[src/rtl/fis_pkg.sv]
package fis_pkg;

  localparam logic [31:0] RATE_SCALE = 32'd4096000000;

  localparam logic [31:0] RESET_TOO_FAST = 32'd14286;
  localparam logic [31:0] RESET_TOO_SLOW = 32'd83333;

  typedef enum logic [1:0] {
    REG_TOO_FAST   = 2'd0,
    REG_TOO_SLOW   = 2'd1,
    REG_CHECK_FAST = 2'd2
  } fis_reg_t;

  typedef struct packed {
    logic [31:0] too_fast_us;
    logic [31:0] too_slow_us;
    logic        check_fast;
  } fis_cfg_t;

  // A request in the queue is either a good interval or the end of a run.
  typedef struct packed {
    logic        last;
    logic [31:0] interval;
  } fis_item_t;

endpackage

[src/rtl/fis_front.sv]
module fis_front #(
  parameter int HISTORY_DEPTH = 64
) (
  input  logic               clk,
  input  logic               rst,
  input  fis_pkg::fis_cfg_t  cfg,
  input  logic               in_valid,
  output logic               in_ready,
  input  logic [31:0]        in_stamp,
  output logic               q_valid,
  input  logic               q_ready,
  output fis_pkg::fis_item_t q_data
);
  import fis_pkg::*;

  localparam int AW = $clog2(HISTORY_DEPTH);
  localparam int FW = $clog2(HISTORY_DEPTH + 1);
  localparam logic [AW-1:0] LAST_SLOT = AW'(HISTORY_DEPTH - 1);
  localparam logic [FW-1:0] DEPTH_F   = FW'(HISTORY_DEPTH);
  localparam logic [FW-1:0] LIM_MAX   = FW'(HISTORY_DEPTH - 2);

  typedef enum logic [3:0] {
    F_IDLE = 4'b0001,
    F_READ = 4'b0010,
    F_EVAL = 4'b0100,
    F_MARK = 4'b1000
  } front_state_t;

  front_state_t state;
  logic [31:0]  ring [HISTORY_DEPTH];
  logic [AW-1:0] write_slot;
  logic [FW-1:0] frames_seen;
  logic          zero_written;
  logic [31:0]   newer;
  logic [AW-1:0] rd_addr;
  logic [31:0]   rd_data;
  logic          rd_ok;
  logic [AW-1:0] steps_left;
  logic          run_started;

  logic          accept;
  logic [FW-1:0] seen_next;
  logic [FW-1:0] lim;
  logic [31:0]   older;
  logic [31:0]   interval;
  logic          bad;
  logic          addr_ok;

  assign in_ready = (state == F_IDLE);
  assign accept   = in_valid && in_ready;

  always_comb begin
    seen_next = (frames_seen < DEPTH_F) ? frames_seen + FW'(1) : frames_seen;
    lim       = (seen_next - FW'(1) > LIM_MAX) ? LIM_MAX : seen_next - FW'(1);
    older     = rd_ok ? rd_data : 32'd0;
    interval  = newer - older;
    bad       = (interval == 32'd0) || (interval > cfg.too_slow_us) ||
                (cfg.check_fast && (interval < cfg.too_fast_us));
    addr_ok   = (rd_addr == '0) ? zero_written :
                (FW'(rd_addr) < frames_seen);
  end

  always_comb begin
    q_valid          = 1'b0;
    q_data.last      = 1'b0;
    q_data.interval  = interval;
    case (state)
      F_EVAL: begin
        q_valid = !bad;
      end
      F_MARK: begin
        q_valid     = 1'b1;
        q_data.last = 1'b1;
      end
      default: begin
        q_valid = 1'b0;
      end
    endcase
  end

  always_ff @(posedge clk) begin
    if (accept) begin
      ring[write_slot] <= in_stamp;
    end
    rd_data <= ring[rd_addr];
  end

  always_ff @(posedge clk) begin
    if (rst) begin
      state        <= F_IDLE;
      write_slot   <= AW'(1);
      frames_seen  <= FW'(1);
      zero_written <= 1'b0;
      run_started  <= 1'b0;
      rd_ok        <= 1'b0;
      rd_addr      <= '0;
      steps_left   <= '0;
      newer        <= '0;
    end else begin
      case (state)
        F_IDLE: begin
          if (accept) begin
            newer       <= in_stamp;
            write_slot  <= (write_slot == LAST_SLOT) ? '0 : write_slot + AW'(1);
            frames_seen <= seen_next;
            if (write_slot == '0) begin
              zero_written <= 1'b1;
            end
            rd_addr     <= (write_slot == '0) ? LAST_SLOT : write_slot - AW'(1);
            steps_left  <= lim[AW-1:0];
            run_started <= 1'b0;
            state       <= F_READ;
          end
        end
        F_READ: begin
          rd_ok <= addr_ok;
          state <= F_EVAL;
        end
        F_EVAL: begin
          if (bad) begin
            if (run_started || steps_left == '0) begin
              state <= F_MARK;
            end else begin
              newer      <= older;
              rd_addr    <= (rd_addr == '0) ? LAST_SLOT : rd_addr - AW'(1);
              steps_left <= steps_left - AW'(1);
              state      <= F_READ;
            end
          end else if (q_ready) begin
            run_started <= 1'b1;
            if (steps_left == '0) begin
              state <= F_MARK;
            end else begin
              newer      <= older;
              rd_addr    <= (rd_addr == '0) ? LAST_SLOT : rd_addr - AW'(1);
              steps_left <= steps_left - AW'(1);
              state      <= F_READ;
            end
          end
        end
        F_MARK: begin
          if (q_ready) begin
            state <= F_IDLE;
          end
        end
        default: begin
          state <= F_IDLE;
        end
      endcase
    end
  end

endmodule

[config.mk]
export PLATFORM = sky130hd
export DESIGN_NAME = fis_front
export DESIGN_NICKNAME = d
export VERILOG_FILES = /design/src/rtl/fis_pkg.sv /design/src/rtl/fis_front.sv
export SDC_FILE = /design/constraint.sdc
export NUM_CORES = 2
export LEC_CHECK = 0
export BUFFER_PORTS_ARGS = -buffer_cell sky130_fd_sc_hd__buf_2
export CORE_MARGIN = 2
export CORE_UTILIZATION = 30
export DETAILED_ROUTE_END_ITERATION = 16
export GPL_ROUTABILITY_DRIVEN = 1
export GPL_TIMING_DRIVEN = 0
export SLEW_MARGIN = 20
export SYNTH_ARGS = -nofsm -noshare
export SYNTH_HDL_FRONTEND = slang
export SYNTH_SLANG_ARGS = --single-unit
[constraint.sdc]
create_clock -name clk -period 7.19 [get_ports clk]
set_input_delay 0.3595 -clock clk [delete_from_list [all_inputs] [get_ports clk]]
set_output_delay 0.3595 -clock clk [all_outputs]
set_load 0.01 [all_outputs]
Yosys cells after proc, flatten, opt, wreduce, memory -nomap -nowiden
Memory sizes are Yosys's and may differ from the RTL's. A register that Yosys moved wholly into a read port is not among the register bits.
Cells that the tools add are included.

word-level totals
  input bits = 101
  register bits = 64
  bits in read-only memories = 0
  output and inout bits = 35
  memory bits (writable) = 2,048
  latch bits = 0
  memories kept = 1

memory list
  name  depth  bits a word  read ports  clocked after memory_dff  wr ports  RTL line         source
  ring  64     32           1           1                         1         fis_front.sv:30  logic [31:0] ring [HISTORY_DEPTH];

cells by class
  add/subtract/negate cells = 7
  reductions and logical operators = 16
  multiplexer cells = 40
  multipliers = 0
  bitwise logic cells = 0
  shift-type cells = 0
  order comparisons = 5
  eq/ne operators = 12
  divide/modulo/power cells = 0

operator list
  kind                                                number
  two-way mux 32 bit                                  6
  two-way mux 6 bit                                   14
  case mux 32 bit (2 select lines)                    1
  > comparator 32 bit                                 1
  zero test 32 bit                                    1
  less-than comparator 32 bit                         1
  subtractor 32 bit                                   1
  two-way mux 4 bit                                   6
  case mux 6 bit (2 select lines)                     2
  zero test 6 bit                                     3
  subtractor 6 x 1 -> 6 bit, second input constant    3
  case mux 4 bit (4 select lines)                     1
  inequality test 3 bit, second input constant        3
  adder 7 x 1 -> 7 bit, second input constant         1
  > comparator 7 x 6 -> 1 bit, second input constant  1
  less-than comparator 6 x 7 -> 1 bit                 1
  less-than comparator 7 bit, second input constant   1
  two-way mux 1 bit                                   7
  two-way mux 7 bit                                   1
  subtractor 7 x 1 -> 7 bit, second input constant    1
  adder 6 x 1 -> 6 bit, second input constant         1
  equality test 6 bit, second input constant          1
  inequality test 2 bit, second input constant        3
  AND reduction 3 bit                                 2
  13 further kinds                                    17

Depth between registers and ports, before layout
  depth in word-level cells = 7
  gate-level depth with buffers = 25
  mapped depth without buffers = 22

Worst setup path before layout
Ideal clock, no wire load.

  kind = register -> register
  start point = register rd_ok
  end point = register newer[10]
  cell stages (with the launch flop) = 25
  arrival time = 5,203 ps
  slack = 1,870 ps
  cell sequence = dfxtp_1 clkbuf_1 clkbuf_1 nand2_1 ha_1 nor2_1 a211oi_1 o211ai_1 a21oi_2 a31oi_1 o21ai_0 xor2_1 ha_1 a21oi_1 o22ai_1 nor2_1 o21ai_0 a221oi_1 o221ai_1 nand2b_1 a2bb2oi_1 o22a_1 nand3_1 buf_2 o211a_1

RTL lines
  item                      RTL line          source
  start: declaration        fis_front.sv:37   logic rd_ok;
  start signal: assignment  fis_front.sv:116  rd_ok <= addr_ok;
  end signal: assignment    fis_front.sv:103  newer <= in_stamp;
  end signal: assignment    fis_front.sv:124  newer <= older;
  end signal: assignment    fis_front.sv:134  newer <= older;
  end: declaration          fis_front.sv:34   logic [31:0] newer;

Worst setup path in the final report
  start point = register rd_ok
  end point = output port q_valid

between the ends
  longest elaborated chain between the ends = 7
  elaborated cells on any way between the ends = 10
  classes of those cells = 1 x add/sub; 2 x order compare; 2 x mux; 5 x reduce/logical

ends and longest elaborated chain
  item                                                          RTL line                          source
  two-way mux 32 bit *                                          fis_front.sv:55                   older = rd_ok ? rd_data : 32'd0;
  subtractor 32 bit *                                           fis_front.sv:56                   interval = newer - older;
  > comparator 32 bit (tied with other cells)                   fis_front.sv:57                   bad = (interval == 32'd0) || (interval > cfg.too_slow_us) ||
  logical OR 1 bit / logical AND 1 bit (equally long branches)  fis_front.sv:57, fis_front.sv:58
  logical OR 1 bit *                                            fis_front.sv:57
  zero test 1 bit *                                             fis_front.sv:69                   q_valid = !bad;
  case mux 1 bit (2 select lines) *                             fis_front.sv:67                   case (state)
  end: declaration                                              fis_front.sv:10                   output logic q_valid,

Mark *: on every way between the ends. The rest lies on a longest branch, timed or not.

==> reports/qor.yml <==
power:
  power.density_mw_per_mm2: 274
  irDropWorstVdd_mv: 0.289
  finalPower_mw: 27.8
  p_leak_nw: 31.4
placement:
  globalplace.congestion: 0.866
  port_buffers: 134
  place_inst: 8183
  post-dp-hpwl_um: 166000
  postPlaceCellArea_mm2: 0.0945
synthesis:
  ys_seq_area_share_pct: 73.7
  yosys.area.top_type: "edfxtp_1"
  yosysMostFrequentCell: "edfxtp_1"
  synth_common_cells: "edfxtp_1 (2048), mux4_2 (620), nor2_1 (177)"
  synth-main-ff-cell: "edfxtp_1"
  synth_fp_nets: 4389
  synth_area_mm2: 0.0860
  synth.distinct_cells: 82
  ys_ff_latch: 2144
  yosysWarningCount: 0
  yosysTopAreaCellShare_pct: 71.5
  synth.area.top_cells: "edfxtp_1 (71%), mux4_2 (16%), dfxtp_1 (2.2%)"
  avgSynthCellArea_um2: 20.6
  syn_inst: 4178
  synth-edff-count: 2048
  async_flop_share_pct: 0
timing:
  timing.hold.ws_ns: 0.0765
  slew_headroom_pct: 21.5
  fin_crit_sh_pct: 93.4
  hold_violations: 0
  fmax_mhz: 149
  slew_viol_final: 0
  tightestPinTransition_ns: 1.18
  setup_viol: 0
  clock_skew_ns: 0.0309
  period_minus_slack_ns: 6.71
  rsz0062_at_grt: "no"
detailed_routing:
  dr.pass1.iters: 6
  wl_um: 245000
  vias: 45219
  drt_iter0_markers: 6038
  route.detailed.drc: 0
  postRouteAntennaNets: 0
  wl_per_cell_um: 28.6
  routed_via_density: 5.28
final_layout:
  post-route-cell-area_mm2: 0.101
  register_area_mm2: 0.0634
  syn_to_final_growth_pct: 17.6
  n_fill_cell: 26210
  drive_gt1_share_pct: 27.7
  fin_cells: 8565
  utilization_pct: 35.5
  multiInputGateArea_mm2: 0.0220
  nets: 4840
critical_path:
  slowest_stage: "a2111oi_0"
  reg2reg_depth: 21
  start_kind: "register"
  cp_slowest_stage_delay_ns: 0.65
  crit_required_ns: 6.83
  worstSetupPathType: "reg -> out"
  cp.depth: 19
  critical_path_buf_inv_count: 3
  crit_family: "compound AO/OA/AOI/OAI gates"
  worst-endpoint-arrival_ns: 6.35
  path_cells: "clkbuf_2, nand2_1, ha_1, buf_2, a211oi_1, o211a_1, o31ai_2, a2111oi_0, o31ai_1, and2_1, ha_1, nand4_1, nor3_1, nand3_1, nor4_2, nand3_1, a2bb2oi_4, a31o_2, buf_2"
  end_kind: "output port"
  critPathMaxFanout: 10
floorplan:
  dieWidth_um: 540
  row_count: 196
  die_h_um: 540
  ios: 136
  coreArea_mm2: 0.285
  die-area_mm2: 0.291
  start_util_pct: 30.2
min_path:
  whs_path_depth: 1
  hold_class: "in -> reg"
cts:
  insertion_delay_ns: 0.85
  cts.sinks: 2144
  cts_buffers: 201
  ctsLongestPathBuffers: 3
  path_clk_slew_ns: 0.06
  htree_num_levels: 4
  cts-root-buf: "clkbuf_16"
  cts_tree: "yes"
global_routing:
  grt_max_degree: 66
  grt_antenna_before_repair: 30
  grt_pass1_wl_um: 344000
  grt_overflow: 0
  grt_util_all_layers_pct: 16.5
  grt_pass1_vias: 45273
job:
  maxCapViolCount: 0
outcome:
  status: "complete, no violations"
## repair_timing
| item | in CTS | in global routing |
|---|---|---|
| resized for setup | 9 | 12 |
| setup endpoints to repair | 46 | 33 |
| pin swaps | 0 | 3 |
| endpoints found under the hold margin | 5 | 0 |
| gates cloned | 0 | 1 |
| buffers inserted | 0 | 3 |
| hold buffers | 2 | 0 |
## worst register-to-register path, delay by kind of cell, from the launching register on
| kind | cells | cell delay [ns] |
|---|---|---|
| flops | 1 | 0.49 |
| buf+inv | 3 | 0.80 |
| simple gates | 8 | 1.96 |
| compound gates | 8 | 2.48 |
| fa+ha+maj | 2 | 0.60 |
## power breakdown
part | internal, mW | total (mW) | switching (mW)
logic | 1.27 | 3.38 | 2.11
registers | 13.8 | 13.9 | 0.100
clock network | 5.81 | 10.5 | 4.68
## cell families (layout without fill, tap and decap cells)
kind of cell / count (synthesis) / count (layout) / share of synthesized area [%]
AOI/OAI and AO/OA: 419 / 420 / 3.30
xor gates and xnor gates: 46 / 46 / 0.468
adders and majority gates: 110 / 110 / 1.61
buffers and inverters: 317 / 935 / 1.41
DFF: 2144 / 2144 / 73.7
muxes: 694 / 694 / 17.1
other: 0 / 6 / 0
and+or+nand+nor: 448 / 448 / 2.39
## metal layers
metal / GRT usage [%] / wire length, um / vias to the layer above
met5: 0 / 143 / -
met4: 6.22 / 9400 / 24
met3: 3.41 / 21600 / 413
met2: 26.1 / 114000 / 2296
met1: 22.4 / 99400 / 24132
li1: - / - / 18354
## layout make-up
| type | instances | area share, % |
|---|---|---|
| Clock inverter | 112 | 0.992 |
| Antenna cell | 6 | 0.0148 |
| Timing Repair Buffer | 248 | 3.28 |
| Inverter | 92 | 0.341 |
| Buffer | 224 | 0.905 |
| Tap cell | 3762 | 4.65 |
| Clock buffer | 259 | 5.39 |
| Multi-Input combinational cell | 1718 | 21.8 |
| Sequential cell | 2144 | 62.7 |
## layout by cell type (no fill, tap or decap), types with 36 or more instances in the layout
master | netlist | final
a21oi_1 | 128 | 128
buf_1 | 63 | 40
buf_12 | 0 | 55
buf_16 | 0 | 51
buf_2 | 13 | 130
buf_4 | 1 | 36
clkbuf_1 | 148 | 170
clkbuf_16 | 0 | 207
clkinv_1 | 0 | 39
dfxtp_1 | 96 | 96
edfxtp_1 | 2048 | 2048
ha_1 | 109 | 109
inv_1 | 92 | 92
mux2i_1 | 53 | 53
mux4_2 | 620 | 620
nand2_1 | 119 | 119
nor2_1 | 177 | 113
nor2_4 | 0 | 64
o21ai_0 | 56 | 56
o31ai_1 | 38 | 37
## sequential cells by signal, summed over array words and instances (netlist names), 4 cells and up
register,flops
newer,32
rd_data,32
ring,2048
frames_seen,7
rd_addr,6
write_slot,6
steps_left,6
state,4
## metrics by stage
stage,setup slack [ns],TNS [ns]
2_1_floorplan,1.87,0
3_3_place_gp,-1.24,-1086.54
3_5_place_dp,-0.354,-12.30
4_1_cts,0.0419,0
5_1_grt,0.133,0
6_report,0.477,0
## path summary, 6_finish.rpt
check                               endpoint                       start  slack (ns)
setup / recovery                     q_valid          rd_ok$_SDFFE_PP0P_        0.48
hold reg to reg   steps_left[4]$_SDFFE_PP0P_  steps_left[4]$_SDFFE_PP0P_        0.49
setup reg to reg      newer[19]$_SDFFE_PP0P_          rd_ok$_SDFFE_PP0P_        0.73
hold / removal        ring[13][21]$_DFFE_PP_                in_stamp[21]        0.08
Note: power is estimated with default switching activity, not from simulation.
