`src/rtl/fis_pkg.sv`:
```
package fis_pkg;

  localparam logic [31:0] RATE_SCALE = 32'd4096000000;

  localparam logic [31:0] RESET_TOO_FAST = 32'd14286;
  localparam logic [31:0] RESET_TOO_SLOW = 32'd83333;

  typedef enum logic [1:0] {
    REG_TOO_FAST   = 2'd0,
    REG_TOO_SLOW   = 2'd1,
    REG_CHECK_FAST = 2'd2
  } fis_reg_t;

  typedef struct packed {
    logic [31:0] too_fast_us;
    logic [31:0] too_slow_us;
    logic        check_fast;
  } fis_cfg_t;

  // A request in the queue is either a good interval or the end of a run.
  typedef struct packed {
    logic        last;
    logic [31:0] interval;
  } fis_item_t;

endpackage

```
`src/rtl/fis_div.sv`:
```
module fis_div (
  input  logic        clk,
  input  logic        rst,
  input  logic        start,
  input  logic        half,
  input  logic [63:0] dividend,
  input  logic [31:0] divisor,
  output logic        done,
  output logic [63:0] quotient
);

  logic [6:0]  remaining;
  logic [31:0] rem;
  logic [63:0] dvd;
  logic [31:0] dsr;
  logic [32:0] shifted;
  logic        fits;

  assign shifted  = {rem, dvd[63]};
  assign fits     = (shifted >= {1'b0, dsr});

  always_ff @(posedge clk) begin
    if (rst) begin
      remaining <= '0;
      done      <= 1'b0;
    end else begin
      done <= 1'b0;
      if (start) begin
        remaining <= half ? 7'd32 : 7'd64;
      end else if (remaining != '0) begin
        remaining <= remaining - 7'd1;
        if (remaining == 7'd1) begin
          done <= 1'b1;
        end
      end
    end
  end

  always_ff @(posedge clk) begin
    if (start) begin
      rem      <= '0;
      dsr      <= divisor;
      dvd      <= half ? {dividend[31:0], 32'd0} : dividend;
      quotient <= '0;
    end else if (remaining != '0) begin
      rem      <= fits ? 32'(shifted - {1'b0, dsr}) : shifted[31:0];
      dvd      <= {dvd[62:0], 1'b0};
      quotient <= {quotient[62:0], fits};
    end
  end

endmodule

```
`src/rtl/fis_back.sv`:
```
module fis_back #(
  parameter int HISTORY_DEPTH = 64
) (
  input  logic               clk,
  input  logic               rst,
  input  logic               q_valid,
  output logic               q_ready,
  input  fis_pkg::fis_item_t q_data,
  output logic               m_tvalid,
  input  logic               m_tready,
  output logic [71:0]        m_tdata,
  output logic               m_tuser
);
  import fis_pkg::*;

  localparam int CW = $clog2(HISTORY_DEPTH);

  typedef enum logic [7:0] {
    B_IDLE = 8'b00000001,
    B_RATE = 8'b00000010,
    B_MEAN = 8'b00000100,
    B_MUL  = 8'b00001000,
    B_ACC  = 8'b00010000,
    B_FDIV = 8'b00100000,
    B_SQRT = 8'b01000000,
    B_DONE = 8'b10000000
  } back_state_t;

  back_state_t state;
  logic [CW-1:0] cnt;
  logic [31:0]   mean;
  logic [63:0]   m2;
  logic [31:0]   x;
  logic          ge;
  logic [31:0]   dmag;
  logic [63:0]   prod;
  logic [63:0]   sq_v;
  logic [63:0]   sq_res;
  logic [63:0]   sq_bit;
  logic [31:0]   res_mean;
  logic [31:0]   res_dev;
  logic [5:0]    res_count;
  logic          res_valid;

  logic          div_start;
  logic          div_half;
  logic [63:0]   div_dividend;
  logic [31:0]   div_divisor;
  logic          div_done;
  logic [63:0]   div_q;

  logic [31:0]   xq;
  logic          ge_c;
  logic [31:0]   rmag;
  logic [64:0]   m2_sum;
  logic [63:0]   sq_t;
  logic          sq_fit;
  logic [31:0]   cnt_wide;

  fis_div u_div (
    .clk      (clk),
    .rst      (rst),
    .start    (div_start),
    .half     (div_half),
    .dividend (div_dividend),
    .divisor  (div_divisor),
    .done     (div_done),
    .quotient (div_q)
  );

  assign q_ready  = (state == B_IDLE);
  assign cnt_wide = 32'(cnt);

  always_comb begin
    xq     = div_q[31:0];
    ge_c   = (xq >= mean);
    rmag   = ge ? x - mean : mean - x;
    m2_sum = {1'b0, m2} + {1'b0, prod};
    sq_t   = sq_res + sq_bit;
    sq_fit = (sq_v >= sq_t);
  end

  always_comb begin
    div_start    = 1'b0;
    div_half     = 1'b1;
    div_dividend = {32'd0, RATE_SCALE};
    div_divisor  = q_data.interval;
    case (state)
      B_IDLE: begin
        if (q_valid) begin
          if (!q_data.last) begin
            div_start = 1'b1;
          end else if (cnt != '0) begin
            div_start    = 1'b1;
            div_half     = 1'b0;
            div_dividend = m2;
            div_divisor  = cnt_wide;
          end
        end
      end
      B_RATE: begin
        div_start    = div_done;
        div_dividend = {32'd0, ge_c ? xq - mean : mean - xq};
        div_divisor  = cnt_wide;
      end
      default: begin
        div_start = 1'b0;
      end
    endcase
  end

  always_ff @(posedge clk) begin
    if (rst) begin
      state    <= B_IDLE;
      cnt      <= '0;
      mean     <= '0;
      m2       <= '0;
      m_tvalid <= 1'b0;
    end else begin
      if (m_tvalid && m_tready && state != B_DONE) begin
        m_tvalid <= 1'b0;
      end
      case (state)
        B_IDLE: begin
          if (q_valid) begin
            if (!q_data.last) begin
              cnt   <= cnt + CW'(1);
              state <= B_RATE;
            end else if (cnt != '0) begin
              state <= B_FDIV;
            end else begin
              res_mean  <= '0;
              res_dev   <= '0;
              res_count <= '0;
              res_valid <= 1'b0;
              state     <= B_DONE;
            end
          end
        end
        B_RATE: begin
          if (div_done) begin
            x     <= xq;
            ge    <= ge_c;
            dmag  <= ge_c ? xq - mean : mean - xq;
            state <= B_MEAN;
          end
        end
        B_MEAN: begin
          if (div_done) begin
            mean  <= ge ? mean + div_q[31:0] : mean - div_q[31:0];
            state <= B_MUL;
          end
        end
        B_MUL: begin
          prod  <= 64'(dmag) * 64'(rmag);
          state <= B_ACC;
        end
        B_ACC: begin
          m2    <= m2_sum[64] ? '1 : m2_sum[63:0];
          state <= B_IDLE;
        end
        B_FDIV: begin
          if (div_done) begin
            sq_v   <= div_q;
            sq_res <= '0;
            sq_bit <= 64'd1 << 62;
            state  <= B_SQRT;
          end
        end
        B_SQRT: begin
          if (sq_fit) begin
            sq_v   <= sq_v - sq_t;
            sq_res <= (sq_res >> 1) + sq_bit;
          end else begin
            sq_res <= sq_res >> 1;
          end
          sq_bit <= sq_bit >> 2;
          if (sq_bit == 64'd1) begin
            res_mean  <= mean;
            res_dev   <= sq_fit ? 32'((sq_res >> 1) + sq_bit) : 32'(sq_res >> 1);
            res_count <= (cnt_wide > 32'd63) ? 6'd63 : cnt_wide[5:0];
            res_valid <= 1'b1;
            state     <= B_DONE;
          end
        end
        B_DONE: begin
          if (!m_tvalid || m_tready) begin
            m_tdata  <= {2'b00, res_count, res_dev, res_mean};
            m_tuser  <= res_valid;
            m_tvalid <= 1'b1;
            cnt      <= '0;
            mean     <= '0;
            m2       <= '0;
            state    <= B_IDLE;
          end
        end
        default: begin
          state <= B_IDLE;
        end
      endcase
    end
  end

endmodule

```
`config.mk`:
```
export PLATFORM = sky130hd
export DESIGN_NAME = fis_back
export DESIGN_NICKNAME = d
export VERILOG_FILES = /design/src/rtl/fis_pkg.sv /design/src/rtl/fis_div.sv /design/src/rtl/fis_back.sv
export SDC_FILE = /design/constraint.sdc
export NUM_CORES = 2
export LEC_CHECK = 0
export BUFFER_PORTS_ARGS = -buffer_cell sky130_fd_sc_hd__buf_2
export CAP_MARGIN = 5
export CORE_MARGIN = 2
export CORE_UTILIZATION = 50
export CTS_BUF_LIST = sky130_fd_sc_hd__clkbuf_4 sky130_fd_sc_hd__clkbuf_8
export DETAILED_ROUTE_END_ITERATION = 7
export PLACE_DENSITY = 0.77
export SYNTH_ARGS = -nofsm -noshare
export SYNTH_HDL_FRONTEND = slang
export SYNTH_HIERARCHICAL = 1
export SYNTH_SLANG_ARGS = --single-unit
export TNS_END_PERCENT = 20
```
`constraint.sdc`:
```
create_clock -name clk -period 13.45 [get_ports clk]
set_input_delay 2.69 -clock clk [delete_from_list [all_inputs] [get_ports clk]]
set_output_delay 2.69 -clock clk [all_outputs]
set_load 0.01 [all_outputs]
```
### After elaboration in Yosys (flattened, before gate mapping)

Cells that the tools add are included.

| cells by class | value |
|---|---|
| add/sub/neg operators | 12 |
| multiply operators | 1 |
| order comparisons | 4 |
| equal/unequal tests | 21 |
| muxes and demuxes | 76 |
| bitwise logic cells | 2 |
| reduce and logical (&&, ||, !) cells | 23 |

Operators by type and width:

| cell | count |
|---|---|
| $mux W64 | 13 |
| $pmux W64 S2 | 5 |
| $mux W32 | 15 |
| $pmux W32 S2 | 4 |
| $sub A32 B32 Y32 | 5 |
| $add A64 B64 Y65 | 1 |
| $add A63 B64 Y64 | 1 |
| $add A64 B64 Y64 | 1 |
| $eq A64 B1 Y1 const B | 1 |
| $ge A64 B64 Y1 | 1 |
| $mul A32 B32 Y64 | 1 |
| $mux W8 | 8 |
| $sub A64 B64 Y64 | 1 |
| $pmux W8 S7 | 1 |
| $mux W6 | 8 |
| $ge A33 B32 Y1 | 1 |
| $add A32 B32 Y32 | 1 |
| $ge A32 B32 Y1 | 1 |
| $pmux W6 S2 | 2 |
| $mux W7 | 3 |
| $mux W1 | 15 |
| $ne A2 B2 Y1 const B | 6 |
| $reduce_and A3 Y1 | 4 |
| $reduce_and A6 Y1 | 2 |
| other kinds (25) | 38 |

| storage, ports and cells | value |
|---|---|
| register bits after elaboration | 774 |
| input bits | 37 |
| output and inout port bits | 75 |
| word-level logic and storage cells | 163 |

### Depth between registers and ports, before layout

| depth | value |
|---|---|
| depth after elaboration | 7 |
| gate-level depth with buffers | 43 |
| gate-level depth less buffers | 41 |

### Cells and area by module

Netlist, hierarchy kept.

By module, submodules not included:

| module | times used | cells each | area each (µm²) | sequential area each (µm²) |
|---|---|---|---|---|
| fis_back | 1 | 8270 | 73780.8 | 15164.5 |
| fis_div | 1 | 1027 | 9688.0 | 4964.8 |

### Worst setup path after synthesis

OpenSTA, ideal clock, no wires.

| timing | value |
|---|---|
| kind | reg-to-reg |
| start | register mean[0] |
| end | register prod[55] (data pin) |
| setup time | 0.261 ns |
| data arrival time | 9.378 ns |
| data required time | 13.189 ns |
| slack | 3.811 ns |
| stages on the path, launching flop included | 40 |
| buffers on the path | 1 |
| period minus slack after synthesis | 9.639 ns |
| path through | dfxtp_1 inv_1 ha_1 inv_1 fa_1 a21o_1 a21o_1 a21o_1 a21o_1 a21o_1 a21o_1 a311oi_1 a31o_2 xnor2_1 clkbuf_1 nand2_1 fa_1 inv_1 [4 not listed] inv_1 fa_1 inv_1 fa_1 inv_1 fa_1 fa_1 ha_1 a21oi_1 nor2_1 or3_1 o22ai_1 a21oi_2 a31oi_1 o31a_1 o41ai_1 or4b_2 o311a_1 |

| on the way | value |
|---|---|
| cells in the longest elaborated chain, start to end | 3 |
| elaborated cells between the ends (all ways) | 4 |
| classes of those cells | 2 x add/sub; 1 x mul; 1 x mux |

RTL lines:

| what | RTL line | source |
|---|---|---|
| from (decl) | fis_back.sv:31 | `logic [31:0] mean;` |
| from (signal assigned) | fis_back.sv:150 | `mean <= ge ? mean + div_q[31:0] : mean - div_q[31:0];` |
| $sub A32 B32 Y32 | fis_back.sv:77 | `rmag = ge ? x - mean : mean - x;` |
| $mux W32 (*) | fis_back.sv:77 |  |
| $mul A32 B32 Y64 (*) | fis_back.sv:155 | `prod <= 64'(dmag) * 64'(rmag);` |
| to (signal assigned) | fis_back.sv:155 |  |
| to (decl) | fis_back.sv:36 | `logic [63:0] prod;` |

Every way passes the cells marked *; elsewhere a longest branch is shown, timed or not.
A chain may end at the register's enable or synchronous reset.

### Worst setup path in the final report

| timing | value |
|---|---|
| start | register mean[1] |
| end | register prod[61] (data pin) |

Same word-level chain as after synthesis.

==> reports/qor.csv <==
stage,metric,value,unit
route,Routed WL per cell,24.6,um
critical_path,Worst Path Max Fanout,32,
critical_path,Worst path slowest cell,sky130_fd_sc_hd__a211oi_1,
clock_tree,clock buffers created by TritonCTS,139,
global_route,overflow left after global routing,0,
timing,ratio of final minimum period to clock period,0.905,
synthesis,area share of the largest cell type after synthesis,0.217,
clock_tree,number of H-tree levels,4,
global_route,via count of the first global-routing pass,69674,
timing,worst slew margin relative to its limit,0.0880,
min_path,class of the most critical hold timing path,reg2reg,
synthesis,cell type with the highest aggregate area in the netlist,sky130_fd_sc_hd__fa_1,
global_route,number of antenna violations at the first check in global routing,32,
floorplanning,effective utilization at floorplan,0.505,
clock_tree,clock root cell,sky130_fd_sc_hd__clkbuf_8,
timing,final critical path time including I/O delays and setup,12.17,ns
clock_tree,total clock sinks,742,
timing,count of endpoints failing setup in the final report,0,
synthesis,post-synthesis sequential element count,742,
synthesis,Post-synth EDFFs,527,
route,iteration-0 DRC count of the detailed router,7963,
route,number of remaining DRC errors,1,
timing,slew at the pin closest to its max-slew limit,1.37,ns
floorplanning,vertical extent of the die,413,um
clock_tree,Post-CTS Resized,0,
clock_tree,clock-pin slew on the worst setup and hold paths,0.06,ns
global_route,GRT Overall Usage,0.329,
clock_tree,number of setup buffers added after CTS,0,
layout,filler-free cell count of the finished design,11462,
global_route,pin count of the biggest net entering global routing,194,
timing,number of endpoints with negative hold slack in the final report,0,
layout,count of filler cells inserted in the layout,14762,
critical_path,most common cell type on the critical path,sky130_fd_sc_hd__fa_1,
clock_tree,clock latency of the later-clocked register in the worst-skew pair,0.91,ns
floorplanning,FP Rows,149,
clock_tree,CTS tree,built,
layout,sequential cell area,20100,sq um
synthesis,asr flop ratio synth,0,
critical_path,CP Data Arrival Time,12.77,ns
synthesis,synth cell count leaders,"sky130_fd_sc_hd__inv_1, sky130_fd_sc_hd__nand2_1, sky130_fd_sc_hd__fa_1, sky130_fd_sc_hd__ha_1, sky130_fd_sc_hd__a21oi_1",
route,final WL,281,mm
synthesis,number of instances in the synthesized netlist,9297,
timing,final slew viol count,0,
clock_tree,Max Buffers Root-to-Sink,3,
timing,Worst Skew,0.0908,ns
placement,placed wire-length estimate after detailed placement,215,mm
critical_path,path type of the worst setup path,reg2reg,
synthesis,share of synthesized area occupied by flip-flops and latches,0.241,
layout,area growth from synthesis to final layout,6.95,%
floorplanning,core region area,165000,sq um
critical_path,category of the worst setup path capture point,flop,
run,Max Cap Viol,0,
run_status,run status,"complete, but fails checks",
placement,final weighted congestion in routability-driven placement,1.04,
route,antenna violation net count after detailed routing,0,
placement,I/O Buffers,109,
route,First-pass DRT Iterations,8,
synthesis,post-synthesis instance area,83500,sq um
synthesis,most repeated cell in the gate-level netlist after synthesis,sky130_fd_sc_hd__inv_1,
layout,final design utilization,0.540,
synthesis,average size of a mapped cell,8.98,sq um
timing,unrepaired setup endpoints after global routing,no,
timing,setup_tns,0,ns
floorplanning,full die area,170000,sq um
floorplanning,Die Width,413,um
route,total via count in the routed design,70164,
floorplanning,I/O pins,112,
layout,share of layout cells above drive strength 1,0.0680,
timing,Achievable Freq,82.2,MHz
layout,area of the multi-input gates,57100,sq um
global_route,global-route wire length before repair,425,mm
timing,Worst Hold Slack,0.366,ns
layout,number of nets in the final layout,10741,
critical_path,delay of the slowest critical-path stage,0.85,ns
synthesis,Synth cell types,108,
route,routed vias/inst,6.12,
critical_path,critical path launch point type,flop,
placement,Placed Instances,11199,
synthesis,dominant synthesized flop cell,sky130_fd_sc_hd__edfxtp_1,
clock_tree,cts-stage hold buffer count,0,
synthesis,count of warnings emitted by yosys,6,
run_status,violated checks,DRC,
synthesis,cell types with the largest area share after synthesis,"sky130_fd_sc_hd__fa_1, sky130_fd_sc_hd__edfxtp_1, sky130_fd_sc_hd__ha_1",
critical_path,Crit path required time,14.05,ns
==> placed cells by master, fill, tap and decap left out, types with 33 or more instances in the layout <==
| master | instances |
|---|---|
| sky130_fd_sc_hd__nand3_1 | 112 |
| sky130_fd_sc_hd__nand2b_1 | 56 |
| sky130_fd_sc_hd__edfxtp_1 | 527 |
| sky130_fd_sc_hd__a211oi_1 | 91 |
| sky130_fd_sc_hd__ha_1 | 649 |
| sky130_fd_sc_hd__nor2b_1 | 99 |
| sky130_fd_sc_hd__and2_1 | 467 |
| sky130_fd_sc_hd__a21o_1 | 227 |
| sky130_fd_sc_hd__o21a_1 | 45 |
| sky130_fd_sc_hd__buf_4 | 126 |
| sky130_fd_sc_hd__a31oi_1 | 86 |
| sky130_fd_sc_hd__and3_1 | 87 |
| sky130_fd_sc_hd__xnor2_1 | 208 |
| sky130_fd_sc_hd__or3_1 | 33 |
| sky130_fd_sc_hd__inv_1 | 1201 |
| sky130_fd_sc_hd__nand4_1 | 121 |
| sky130_fd_sc_hd__clkbuf_8 | 148 |
| sky130_fd_sc_hd__fa_1 | 904 |
| sky130_fd_sc_hd__xor2_1 | 170 |
| sky130_fd_sc_hd__nor4_1 | 37 |
| sky130_fd_sc_hd__mux2i_1 | 58 |
| sky130_fd_sc_hd__nor3_1 | 112 |
| sky130_fd_sc_hd__o31ai_1 | 34 |
| sky130_fd_sc_hd__clkbuf_4 | 36 |
| sky130_fd_sc_hd__a21oi_1 | 638 |
| sky130_fd_sc_hd__o21ai_0 | 348 |
| sky130_fd_sc_hd__nor2_1 | 453 |
| sky130_fd_sc_hd__nand2_1 | 1169 |
| sky130_fd_sc_hd__dfxtp_1 | 215 |
| sky130_fd_sc_hd__o21bai_1 | 103 |
| sky130_fd_sc_hd__buf_2 | 108 |
| sky130_fd_sc_hd__a22o_1 | 73 |
==> state kept, by name, summed over array words and instances, names as in the netlist, 32 cells and up <==
register and cells:
u_div/dsr 32, u_div/rem 32, sq_res 64, u_div/quotient 64, dmag 32, prod 64
m2 64, x 32, m_tdata 70, mean 32, res_mean 32, u_div/dvd 64
res_dev 32, sq_bit 32, sq_v 64
==> stage by stage <==
| stage | setup slack [ns] | instance area (sq um) |
|---|---|---|
| 2_1_floorplan | 3.81 | 83500 |
| 3_3_place_gp | 1.70 | 86100 |
| 3_5_place_dp | 1.58 | 86100 |
| 4_1_cts | 1.48 | 89200 |
| 5_1_grt | 0.834 | 89200 |
| 6_report | 1.28 | 89300 |
==> worst max-delay path, delay by kind of cell, from the launching register on <==
kind                     cells  cell delay, ns
AO/OA/AOI/OAI               16            5.03
XOR/XNOR                     1            0.15
adder cells (fa/ha/maj)     10            4.63
buffers and inverters        4            0.76
flip-flops                   1            0.59
AND/OR/NAND/NOR              4            0.68
==> cell type report <==
type | count | share of cell area
Multi-Input combinational cell | 6824 | 0.640
Inverter | 1208 | 0.0508
Antenna cell | 13 | 0.000364
Clock buffer | 184 | 0.0258
Timing Repair Buffer | 236 | 0.0171
Clock inverter | 66 | 0.00967
Sequential cell | 742 | 0.225
Tap cell | 2189 | 0.0307
==> kinds of logic after synthesis <==
kind of cell,after synthesis,synth area share
xor+xnor,406,0.0426
other cells,1,0.0000449
compound gates,1966,0.153
simple gates,2832,0.161
flops,742,0.241
fa+ha+maj,1553,0.314
buf+inv,1732,0.0796
mux,65,0.00788
==> worst paths after layout <==
kind | start | end | slack (ns) | cells past startpoint
setup / recovery | mean[1] | prod[61] | 1.28 | 35
hold / removal | res_mean[1] | m_tdata[1] | 0.37 | 0
setup reg to reg | mean[1] | prod[61] | 1.28 | 35
hold reg to reg | res_mean[1] | m_tdata[1] | 0.37 | 0
==> routing by layer <==
metal,track usage,vias to the layer above,wire [um]
li1,-,30739,-
met1,0.453,34786,114000
met2,0.492,3849,122000
met3,0.0880,773,32200
met4,0.136,17,13000
met5,0,-,124
Power is not shown: default switching activity piles up to over one toggle a cycle in this logic, so the estimate is an artifact.
