### config.mk
export PLATFORM = sky130hd
export DESIGN_NAME = fis_queue
export DESIGN_NICKNAME = d
export VERILOG_FILES = /design/src/rtl/fis_pkg.sv /design/src/rtl/fis_queue.sv
export SDC_FILE = /design/constraint.sdc
export NUM_CORES = 1
export LEC_CHECK = 0
export BUFFER_PORTS_ARGS = -buffer_cell sky130_fd_sc_hd__buf_2
export CORE_ASPECT_RATIO = 0.6
export CORE_UTILIZATION = 57
export DETAILED_ROUTE_END_ITERATION = 12
export GPL_TIMING_DRIVEN = 1
export PLACE_DENSITY_LB_ADDON = 0.15
export SLEW_MARGIN = 10
export SYNTH_ARGS = -nofsm -noshare
export SYNTH_HDL_FRONTEND = slang
export SYNTH_SLANG_ARGS = --single-unit
### constraint.sdc
create_clock -name clk -period 2.67 [get_ports clk]
set_clock_uncertainty 0.1 [all_clocks]
set_input_delay 0.267 -clock clk [delete_from_list [all_inputs] [get_ports clk]]
set_output_delay 0.267 -clock clk [all_outputs]
set_load 0.05 [all_outputs]
### src/rtl/fis_pkg.sv
package fis_pkg;

  localparam logic [31:0] RATE_SCALE = 32'd4096000000;

  localparam logic [31:0] RESET_TOO_FAST = 32'd14286;
  localparam logic [31:0] RESET_TOO_SLOW = 32'd83333;

  typedef enum logic [1:0] {
    REG_TOO_FAST   = 2'd0,
    REG_TOO_SLOW   = 2'd1,
    REG_CHECK_FAST = 2'd2
  } fis_reg_t;

  typedef struct packed {
    logic [31:0] too_fast_us;
    logic [31:0] too_slow_us;
    logic        check_fast;
  } fis_cfg_t;

  // A request in the queue is either a good interval or the end of a run.
  typedef struct packed {
    logic        last;
    logic [31:0] interval;
  } fis_item_t;

endpackage

### src/rtl/fis_queue.sv
module fis_queue (
  input  logic              clk,
  input  logic              rst,
  input  logic              in_valid,
  output logic              in_ready,
  input  fis_pkg::fis_item_t in_data,
  output logic              out_valid,
  input  logic              out_ready,
  output fis_pkg::fis_item_t out_data
);
  import fis_pkg::*;

  fis_item_t   slots [4];
  logic [1:0]  wptr;
  logic [1:0]  rptr;
  logic [2:0]  fill;
  logic        push;
  logic        pop;

  assign in_ready  = (fill != 3'd4);
  assign out_valid = (fill != 3'd0);
  assign out_data  = slots[rptr];
  assign push      = in_valid && in_ready;
  assign pop       = out_valid && out_ready;

  always_ff @(posedge clk) begin
    if (rst) begin
      wptr <= '0;
      rptr <= '0;
      fill <= '0;
    end else begin
      if (push) begin
        wptr <= wptr + 2'd1;
      end
      if (pop) begin
        rptr <= rptr + 2'd1;
      end
      if (push && !pop) begin
        fill <= fill + 3'd1;
      end else if (pop && !push) begin
        fill <= fill - 3'd1;
      end
    end
  end

  always_ff @(posedge clk) begin
    if (push) begin
      slots[wptr] <= in_data;
    end
  end

endmodule

### Word level (Yosys, flattened, before mapping)

Memory sizes are Yosys's and may differ from the RTL's. A register that Yosys moved wholly into a read port is not among the register bits.
Index checks and enable logic that the tools add are counted.

| storage, ports and cells | value |
|---|---|
| flip-flop bits (word level) | 7 |
| memory bits (writable) | 132 |
| input bits | 37 |
| output and inout port bits | 35 |
| word-level logic and storage cells | 23 |
| memories kept | 1 |

| operators by class | value |
|---|---|
| add/sub/neg operators | 4 |
| equal/unequal tests | 1 |
| mux-type cells | 6 |
| reductions and logical operators | 8 |

Memories:

| name | depth | bits a word | read ports | clocked after memory_dff | wr ports | RTL line | source |
|---|---|---|---|---|---|---|---|
| slots | 4 | 33 | 1 | 1 | 1 | fis_queue.sv:13 | `fis_item_t slots [4];` |

Operators by type and width:

| cell | number |
|---|---|
| 3-bit 2-to-1 mux | 2 |
| 2-bit by 1-bit adder with 2-bit output (second input constant) | 2 |
| 1-bit logical AND | 4 |
| 2-bit 2-to-1 mux | 2 |
| 3-bit by 1-bit adder with 3-bit output (second input constant) | 1 |
| 3-bit != test (second input constant) | 1 |
| 3-bit nonzero test | 1 |
| 3-bit by 1-bit subtractor with 3-bit output (second input constant) | 1 |
| 1-bit logical NOT | 2 |
| 1-bit 2-to-1 mux | 2 |
| 2-bit nonzero test | 1 |

### Depth between registers and ports, before layout

Gate-level depths: netlist (run 1).

| depth | value |
|---|---|
| depth after elaboration | 6 |
| depth in mapped cells | 8 |
| mapped depth without buffers | 8 |

### Worst setup path after synthesis (run 1)

No wires, ideal clock.

| timing | value |
|---|---|
| path kind | register to register |
| start point | reg fill[0] |
| end point | reg fill[2] |
| setup time | 70 ps |
| arrival | 1922 ps |
| required time | 2500 ps |
| setup slack | 578 ps |
| cell stages (with the launch flop) | 9 |
| buffers on the path | 0 |
| clock period less this slack | 2092 ps |
| cells stage by stage | dfxtp_1 -> nor2_2 -> a21boi_4 -> ha_1 -> inv_1 -> fa_1 -> xor2_1 -> or3_1 -> a21oi_1 |

| between the ends | value |
|---|---|
| word-level cells in the longest chain between the ends | 5 |
| elaborated cells on any way between the ends | 13 |
| classes of those cells | add/sub: 2; eq/ne: 1; mux: 2; reduce/logical: 8 |

Ends and longest elaborated chain:

| element | RTL line | source |
|---|---|---|
| start: declaration | fis_queue.sv:16 | `logic [2:0] fill;` |
| start signal: assignment | fis_queue.sv:39 | `fill <= fill + 3'd1;` |
| start signal: assignment | fis_queue.sv:41 | `fill <= fill - 3'd1;` |
| 3-bit != test * | fis_queue.sv:20 | `assign in_ready = (fill != 3'd4);` |
| 1-bit logical AND * | fis_queue.sv:23 | `assign push = in_valid && in_ready;` |
| net push | fis_queue.sv:17 | `logic push;` |
| 1-bit logical NOT | fis_queue.sv:40 | `end else if (pop && !push) begin` |
| 1-bit logical AND | fis_queue.sv:40 |  |
| 2-bit nonzero test (no source line) | - |  |

The timed path passes the listed nets; every way through them passes the cells marked *. The select of a mux whose other input is x is not followed.
A chain may end at the register's enable or synchronous reset.

==> summary.txt, run 1 <==
Yosys
  – Synth unique cells: 25
  – Flops & latches, synth: 141
  – Register area share after synthesis: 78.4%
  – Yosys warning count: 0
  – Post-synthesis adder-cell area fraction: 1.56%
  – Post-synth top area cell: edfxtp_1
  – Post-synthesis cell area: 5290 sq um
  – Synth Area in Compound Gates: 0.946%
  – Synthesized net count: approximately 260
  – Synth Area per Inst: between 20 and 25 sq um
  – Post-synthesis xor/xnor area fraction: less than 1%
  – Largest cells by area after synthesis: edfxtp_1 (75%), mux4_2 (13%), dfxtp_1 (3.4%)
  – Post-Synth Simple-Gate Area: 1.63%
  – Post-synth top area share: between 70 and 80%
  – Main combinational cell family by area after synthesis: multiplexers
  – Cells after synthesis: about 220
  – Mux cell area share after synthesis: ~15%

Drt
  – Drt total wl: 9390 um
  – Max layer used: met4
  – Vias per cell: 5.58
  – DR DRC count: 0
  – Antenna viol nets, final: 0
  – Initial DRC Count: around 180
  – Vias: 2600
  – Wl on met1: 4240 um
  – Met3 routed WL: between 300 and 400 um
  – Average wire per standard cell: 20.2 um
  – Met2 WL: ~4600 um
  – Pre-antenna DRT Iters: 4

CTS
  – CTS tree: built
  – Clock latency on the worst-skew pair: 0.42 ns
  – Clock buffer depth: 2
  – # Post-CTS Setup Buffers: 0
  – Clock tree root driver cell: clkbuf_16
  – Reg clk slew, reported paths: around 0.06 ns
  – CTS HTree Levels: 4
  – # resized after CTS: 0
  – Clk sink count: 141
  – CTS Buf Count: 17

Worst setup path
  – Critical Path Start Type: register
  – CP Data Arrival Time: 1.97 ns
  – R2R Setup Slk: 0.38 ns
  – Buffers plus inverters on the worst setup path: 2
  – Worst Path Class, Setup: register to output port
  – Cell Chain, Critical Path: buf_12 > mux4_2 > buf_2
  – Critical Path Sink Type: output port
  – Crit path max fanout: 18
  – Max stage delay on crit path: 0.57 ns
  – Critical Path RT: 2.30 ns
  – Crit path max-delay family: multiplexers
  – Slowest stage cell, crit path: mux4_2

Global route
  – Initial antenna violation count: 0
  – Vias in the first global route: 2738
  – Largest net degree at the start of global routing: 34
  – GRT Resource Usage Total: 21.9%
  – First-pass GRT wire length: 14600 um
  – Congestion Overflow GR: 0

Die
  – Core area: 8750 sq um
  – Initial Utilization: approximately three fifths
  – Rows: 26
  – IO Count: 72
  – Die Span Y: approximately 77 um
  – Die ar.: 9680 sq um
  – DIE WIDTH: 126 um

Place
  – HPWL Detailed: 5150 um
  – Port bufs: 71
  – RePlAce Congestion: 0.749

Pwr
  – Pwr per Cell Area: between 1000 and 1500 nW/um^2
  – Maximum VDD drop: 0.825 mV
  – Leakage power: between 2 and 2.5 nW

Cells and area
  – Area growth, synth to finish: 26.4%
  – Post-layout util: 76.4%
  – Diodes inserted: 0
  – Nets: about 390
  – Most frequent cells in the layout: edfxtp_1 (132), buf_2 (71), dlygate4sd3_1 (33), mux4_2 (30), clkbuf_16 (17)
  – Layout cells sized above 1: 41.0%
  – Commonest non-fill, non-tap cell in the layout: edfxtp_1

STA
  – Fin. Hold Viols: 0
  – Slew Limit Fails: 0
  – Min Tclk post-route: between 2 and 2.5 ns
  – Slew @ Worst Pin: 0.533 ns
  – Setup TNS: 0 ns
  – Fin crit share: 87.7%
  – Worst relative slew slack: approximately 64%
  – Finish-stage setup viols: 0
  – FMAX: 427 MHz
  – RSZ-0062 raised after global routing: false

Outcome
  – Status: completed

Job
  – Maxcap violations: 0

Min path
  – HP Class: input port to register
[path summary, 6_finish.rpt]
kind / to / start / cells after the start
setup reg to reg: fill[2] / fill[0] / 8
setup / recovery: out_data[25] / register / 3
hold reg to reg: register / rptr[1] / 2
hold / removal: fill[2] / rst / 2
[synthesized netlist by cell type, drive strengths merged]
library cell	number
buf	7
mux2i	2
o21ai	1
nor2	8
dfxtp	9
mux4	33
clkbuf	2
o311ai	1
mux2	1
xor2	4
nand2	1
a21oi	1
fa	1
or3	2
ha	5
inv	3
edfxtp	132
a21boi	1
o31ai	1
nand2b	2
and2	4
[metal layers]
metal	vias to the layer above	global-route usage, %
met5	-	0
met4	0	11.0
met3	13	6.81
met2	67	33.9
met1	1358	28.5
li1	1162	-
[report_power, final]
part           switching, mW  internal, mW
Sequential             0.121          2.69
Clock                  0.848          1.45
Combinational           1.47         0.721
Total                   2.44          4.86
[what timing repair did]
action                                 4_1_cts  5_1_grt
setup endpoints to repair                    0        0
hold buffers                                33        0
endpoints found under the hold margin      132        0
[cell families after synthesis]
kind of cell,after synthesis
buffers and inverters,12
XOR/XNOR,4
AND/OR/NAND/NOR,17
flip-flops,141
AO/OA/AOI/OAI,5
adder cells (fa/ha/maj),6
multiplexers,36
[per-stage QoR]
stage	cell area, sq um	total power, mW	hold slack, ns	cells	worst slack, ns
2_1_floorplan	5290	4.61	0.266	221	0.578
5_1_grt	6680	7.57	0.0495	466	0.222
3_3_place_gp	5770	5.00	0.382	402	0.478
3_5_place_dp	5770	5.02	0.383	402	0.380
6_report	6680	7.31	0.0417	466	0.329
4_1_cts	6680	7.36	0.0369	466	0.282
[sequential cells by signal (all words and copies together) (netlist names), named ones only]
| signal | count |
|---|---|
| slots | 132 |
| fill | 3 |
| rptr | 2 |
| wptr | 2 |
[cell type report]
type,count,area [sq um]
timing repair buffer,111,763
clock inverter,13,150
sequential,141,4150
clock buffer,18,429
multi-input combinational,68,1040
inverter,3,11.3
tap,112,140
fill,472,2070
Power figures use the tool's default switching activity.
==> run 2: changes to the inputs <==
--- a/config.mk
+++ b/config.mk
@@ -10,7 +10,7 @@
 export CORE_UTILIZATION = 57
 export DETAILED_ROUTE_END_ITERATION = 12
 export GPL_TIMING_DRIVEN = 1
-export PLACE_DENSITY_LB_ADDON = 0.15
+export PLACE_DENSITY = 0.85
 export SLEW_MARGIN = 10
 export SYNTH_ARGS = -nofsm -noshare
 export SYNTH_HDL_FRONTEND = slang
==> run 2 against run 1 <==
Against the previous run:
- first-iteration DRC count shrank 4.4%
- core utilization about the same
- final cell count unchanged
- critical path depth is the same
- critical endpoint is now out_data[28]
- clock power is 7% lower
- global-route usage fell by 0.47 points
- sequential power about the same
- worst setup slack lost 0.049 ns
- routed wire length fell by 3.1%
- via count is 1.9% lower
- maximum frequency is 2.0% lower
- clock-buffer cell count is 2 higher
==> summary.txt, run 2 (same netlist as run 1, synthesis figures left out) <==
Cells and area
  – Diodes inserted: 0
  – Most frequent cells in the layout: edfxtp_1 (132), buf_2 (71), dlygate4sd3_1 (33), mux4_2 (30), clkbuf_16 (17)
  – Layout cells sized above 1: just under 40%
  – Largest regs: slots (132), fill (3)
  – Post-layout util: 76.3%
  – Area growth, synth to finish: 26.3%
  – Max FFs per register: 132
  – Fill count: ~470
  – Nets: 385
  – Biggest register: slots
  – Commonest non-fill, non-tap cell in the layout: edfxtp_1

STA
  – Fin crit share: 89.5%
  – Finish-stage setup viols: 0
  – Setup TNS: 0 ns
  – Min Tclk post-route: 2.39 ns
  – Slew @ Worst Pin: 0.476 ns
  – FMAX: 418 MHz
  – Worst relative slew slack: 68.3%
  – Slew Limit Fails: 0
  – Fin. Hold Viols: 0
  – RSZ-0062 raised after global routing: false

Worst setup path
  – Critical Path RT: 2.30 ns
  – CP Data Arrival Time: 2.02 ns
  – Critical Path Sink Type: output port
  – Worst Path Class, Setup: register to output port
  – Critical Path Start Type: register
  – Crit path max fanout: 25

CTS
  – CTS Buf Count: 17
  – Clock latency on the worst-skew pair: ~0.4 ns
  – CTS tree: built
  – Reg clk slew, reported paths: 0.05 ns
  – Clock tree root driver cell: clkbuf_16
  – CTS HTree Levels: 4
  – Clk sink count: 141
  – Clock buffer depth: 2

Global route
  – Vias in the first global route: 2790
  – Congestion Overflow GR: 0
  – Initial antenna violation count: 0
  – GRT Resource Usage Total: 21.4%
  – Largest net degree at the start of global routing: 26
  – First-pass GRT wire length: 14800 um

Drt
  – Initial DRC Count: 173
  – Antenna viol nets, final: 0
  – Vias: approximately 2600
  – DR DRC count: 0
  – Pre-antenna DRT Iters: 4
  – Vias per cell: 5.47
  – Drt total wl: 9100 um
  – Average wire per standard cell: 19.5 um

Job
  – Maxcap violations: 0

Die
  – Die ar.: 9680 sq um
  – DIE WIDTH: about 130 um
  – IO Count: 72
  – Die Span Y: between 70 and 80 um
  – Core area: 8750 sq um
  – Rows: 26
  – Initial Utilization: between 60% and 70%

Pwr
  – Leakage power: roughly 2.3 nW
  – Maximum VDD drop: 0.797 mV
  – Pwr per Cell Area: 1070 nW/um^2

Outcome
  – Status: completed

Place
  – HPWL Detailed: approximately 5600 um
  – RePlAce Congestion: 0.811
  – Port bufs: 71

Min path
  – HP Class: input port to register
## run 2: routing by layer
metal,share of wire [%],GRT usage (%),vias to the layer above
li1,-,-,1160
met1,45,28.4,1313
met2,49,34.0,76
met3,5.4,7.79,2
met4,0.099,5.54,0
met5,0,0,-
## run 2: worst max-delay path: stages (launching register included)
cell     delay (ns)
dfxtp_2        0.53
buf_12         0.27
mux4_1         0.57
buf_2          0.22
## run 2: timing repair
| item | 4_1_cts | 5_1_grt |
|---|---|---|
| resized for setup | 0 | 0 |
| buffers inserted | 0 | 0 |
| hold endpoints to repair | 132 | 0 |
| hold buffers | 33 | 0 |
## run 2: path summary, 6_finish.rpt
check             startpoint            to  slack [ns]  depth (start not counted)
setup / recovery    register  out_data[28]        0.28                          3
hold / removal           rst       fill[2]        0.05                          2
setup reg to reg     fill[0]       fill[2]        0.40                          8
hold reg to reg      wptr[1]       wptr[1]        0.42                          2
## run 2: per-stage QoR
stage	setup WS [ns]	power (mW)	std cells	hold slack [ns]	instance area [sq um]
after floorplan	0.578	4.61	221	0.266	5290
after global placement	0.505	4.99	402	0.380	5810
after detailed placement	0.403	5.04	402	0.383	5810
after CTS	0.229	7.22	466	0.0279	6680
after global routing	0.159	7.42	466	0.0518	6680
final	0.280	7.15	466	0.0506	6680
## run 2: power by group
group / switching (mW) / internal (mW) / total (mW)
Clock: 0.796 / 1.34 / 2.14
Combinational: 1.45 / 0.734 / 2.18
Sequential: 0.134 / 2.69 / 2.83
Total: 2.38 / 4.77 / 7.15
## run 2: area by class of cell
class,instances,area [sq um],share of cell area (%)
repair buffers,111,801,12.0
clock buffers,20,437,6.54
multi-input cells,68,1040,15.6
inverters,3,11.3,0.169
well taps,112,140,2.10
clock inverters,11,101,1.52
flip-flops and latches,141,4150,62.1
==> run 3: changes to the inputs <==
--- a/config.mk
+++ b/config.mk
@@ -7,10 +7,11 @@
 export LEC_CHECK = 0
 export BUFFER_PORTS_ARGS = -buffer_cell sky130_fd_sc_hd__buf_2
 export CORE_ASPECT_RATIO = 0.6
-export CORE_UTILIZATION = 57
+export CORE_UTILIZATION = 59
 export DETAILED_ROUTE_END_ITERATION = 12
 export GPL_TIMING_DRIVEN = 1
-export PLACE_DENSITY = 0.85
+export HOLD_SLACK_MARGIN = 0.06
+export PLACE_DENSITY = 0.88
 export SLEW_MARGIN = 10
 export SYNTH_ARGS = -nofsm -noshare
 export SYNTH_HDL_FRONTEND = slang
==> constraint.sdc (replaced) <==
create_clock -name clk -period 2.9 [get_ports clk]
set_clock_uncertainty 0.1 [all_clocks]
set_input_delay 0.29 -clock clk [delete_from_list [all_inputs] [get_ports clk]]
set_output_delay 0.29 -clock clk [all_outputs]
set_load 0.005 [all_outputs]
==> run 3 against run 2 <==
Against the previous run:
- final cell count increased by 0.64%
- clock power decreased by 12%
- combinational power decreased by 46%
- worst hold slack improved by 0.14 ns
- routed wire length increased by 0.18%
- critical path type unchanged
==> summary.txt, run 3 (same netlist as run 1, synthesis figures left out) <==
STA
  – Min Tclk post-route: approximately 2.4 ns
  – Setup TNS: 0 ns
  – Slew Limit Fails: 0
  – Fin. Hold Viols: 0
  – RSZ-0062 raised after global routing: false
  – Worst relative slew slack: 42.9%
  – Slew @ Worst Pin: roughly 0.86 ns
  – Fin crit share: 81.2%
  – Finish-stage setup viols: 0
  – FMAX: 425 MHz

CTS
  – CTS tree: built
  – CTS Buf Count: 17
  – Clock latency on the worst-skew pair: 0.41 ns
  – Clock buffer depth: 2
  – Reg clk slew, reported paths: 0.05 ns
  – # Post-CTS Setup Buffers: 0
  – Clk sink count: between 100 and 150
  – CTS HTree Levels: 4
  – Clock tree root driver cell: clkbuf_16

Drt
  – Initial DRC Count: 157
  – Vias per cell: 5.51
  – Vias: 2585
  – DR DRC count: 0
  – Antenna viol nets, final: 0
  – Pre-antenna DRT Iters: 4
  – Average wire per standard cell: between 15 and 20 um
  – Drt total wl: around 9100 um

Worst setup path
  – Critical Path Sink Type: output port
  – CP Data Arrival Time: 1.96 ns
  – Critical Path RT: 2.51 ns
  – Crit path max fanout: 9
  – Worst Path Class, Setup: register to output port
  – Slowest stage cell, crit path: mux4_2
  – Buffers plus inverters on the worst setup path: 2
  – Cell Chain, Critical Path: buf_4 > mux4_2 > buf_2
  – Max stage delay on crit path: 0.57 ns
  – Critical Path Start Type: register
  – Crit path max-delay family: multiplexers

Pwr
  – Maximum VDD drop: between 0.5 and 0.6 mV
  – NetSw: 1.40 mW
  – Clk pwr share: 33.2%
  – Sw Ratio: between 20% and 30%
  – Internal power: about 4.3 mW
  – Logic pwr share: 20.6%
  – Pwr per Cell Area: 858 nW/um^2
  – Flop pwr share: a little under half
  – Leakage power: between 2 and 2.5 nW

Cells and area
  – Commonest non-fill, non-tap cell in the layout: edfxtp_1
  – Final Cell Area: 6640 sq um
  – Largest regs: slots (132), fill (3)
  – Area growth, synth to finish: 25.6%
  – Max FFs per register: 132
  – Diodes inserted: 0
  – Multi-input gate area: between 1000 and 1500 sq um
  – Seq. cell area: 4150 sq um
  – Layout Cells excl Fill: 469
  – Nets: 387
  – Fill count: 471
  – Biggest register: slots
  – Most frequent cells in the layout: edfxtp_1 (132), buf_2 (71), dlygate4sd3_1 (34), mux4_2 (30), clkbuf_16 (17)
  – Layout cells sized above 1: approximately two fifths

Die
  – Core area: 8590 sq um
  – Rows: 26
  – Die ar.: 9360 sq um
  – DIE WIDTH: ~120 um
  – Initial Utilization: 61.6%
  – IO Count: 72
  – Die Span Y: 75.3 um

Min path
  – HP Class: input port to register

Place
  – Placed cell count: between 400 and 500
  – Port bufs: 71
  – RePlAce Congestion: ~0.8
  – HPWL Detailed: 5390 um
  – Dpl cell area: 5780 sq um

Global route
  – GRT Resource Usage Total: 21.4%
  – Vias in the first global route: 2697
  – First-pass GRT wire length: 14000 um
  – Largest net degree at the start of global routing: 34
  – Initial antenna violation count: 0
  – Congestion Overflow GR: 0

Outcome
  – Status: completed

Job
  – Maxcap violations: 0
[run 3: metrics by stage]
step | util [%] | setup WS [ns] | hold slack (ns) | power [mW]
6_report | 77.3 | 0.545 | 0.192 | 5.70
4_1_cts | 77.3 | 0.488 | 0.173 | 5.75
3_3_place_gp | 67.3 | 0.736 | 0.403 | 3.78
2_1_floorplan | - | 0.808 | 0.289 | 3.43
5_1_grt | 77.3 | 0.433 | 0.186 | 5.93
3_5_place_dp | 67.3 | 0.622 | 0.407 | 3.82
[run 3: worst paths after layout]
kind / startpoint / endpoint / slack, ns / depth (start not counted)
max: register / out_data[9] / 0.55 / 3
min: out_ready / rptr[0] / 0.19 / 4
max reg2reg: fill[0] / fill[2] / 0.59 / 8
min reg2reg: wptr[1] / wptr[1] / 0.45 / 2
[run 3: what timing repair did]
item	4_1_cts	5_1_grt
gates resized for setup	0	0
endpoints found under the hold margin	134	0
hold buffers	34	0
[run 3: cell type report]
type	count	area share, %
Sequential cell	141	62.4
Timing Repair Buffer	113	11.8
Clock buffer	21	6.63
Tap cell	112	2.11
Inverter	3	0.170
Multi-Input combinational cell	68	15.7
Clock inverter	11	1.15
[run 3: power groups by stage]
stage | clock, mW | combinational (mW) | sequential [mW]
global route | 1.99 | 1.28 | 2.66
finish | 1.89 | 1.18 | 2.63
detailed placement | 0 | 1.15 | 2.67
global placement | 0 | 1.12 | 2.65
CTS | 1.92 | 1.20 | 2.64
floorplan | 0 | 0.847 | 2.58
[run 3: per-layer routing]
metal | wire [um] | track usage [%]
met3 | 536 | 8.50
met4 | 104 | 7.50
met2 | 4320 | 33.1
met1 | 4160 | 28.4
met5 | 0 | 0
[run 3: worst min-delay path, stage by stage]
cell	delay, ns
buf_2	0.12
o31ai_2	0.08
xor2_1	0.09
nor2_1	0.08
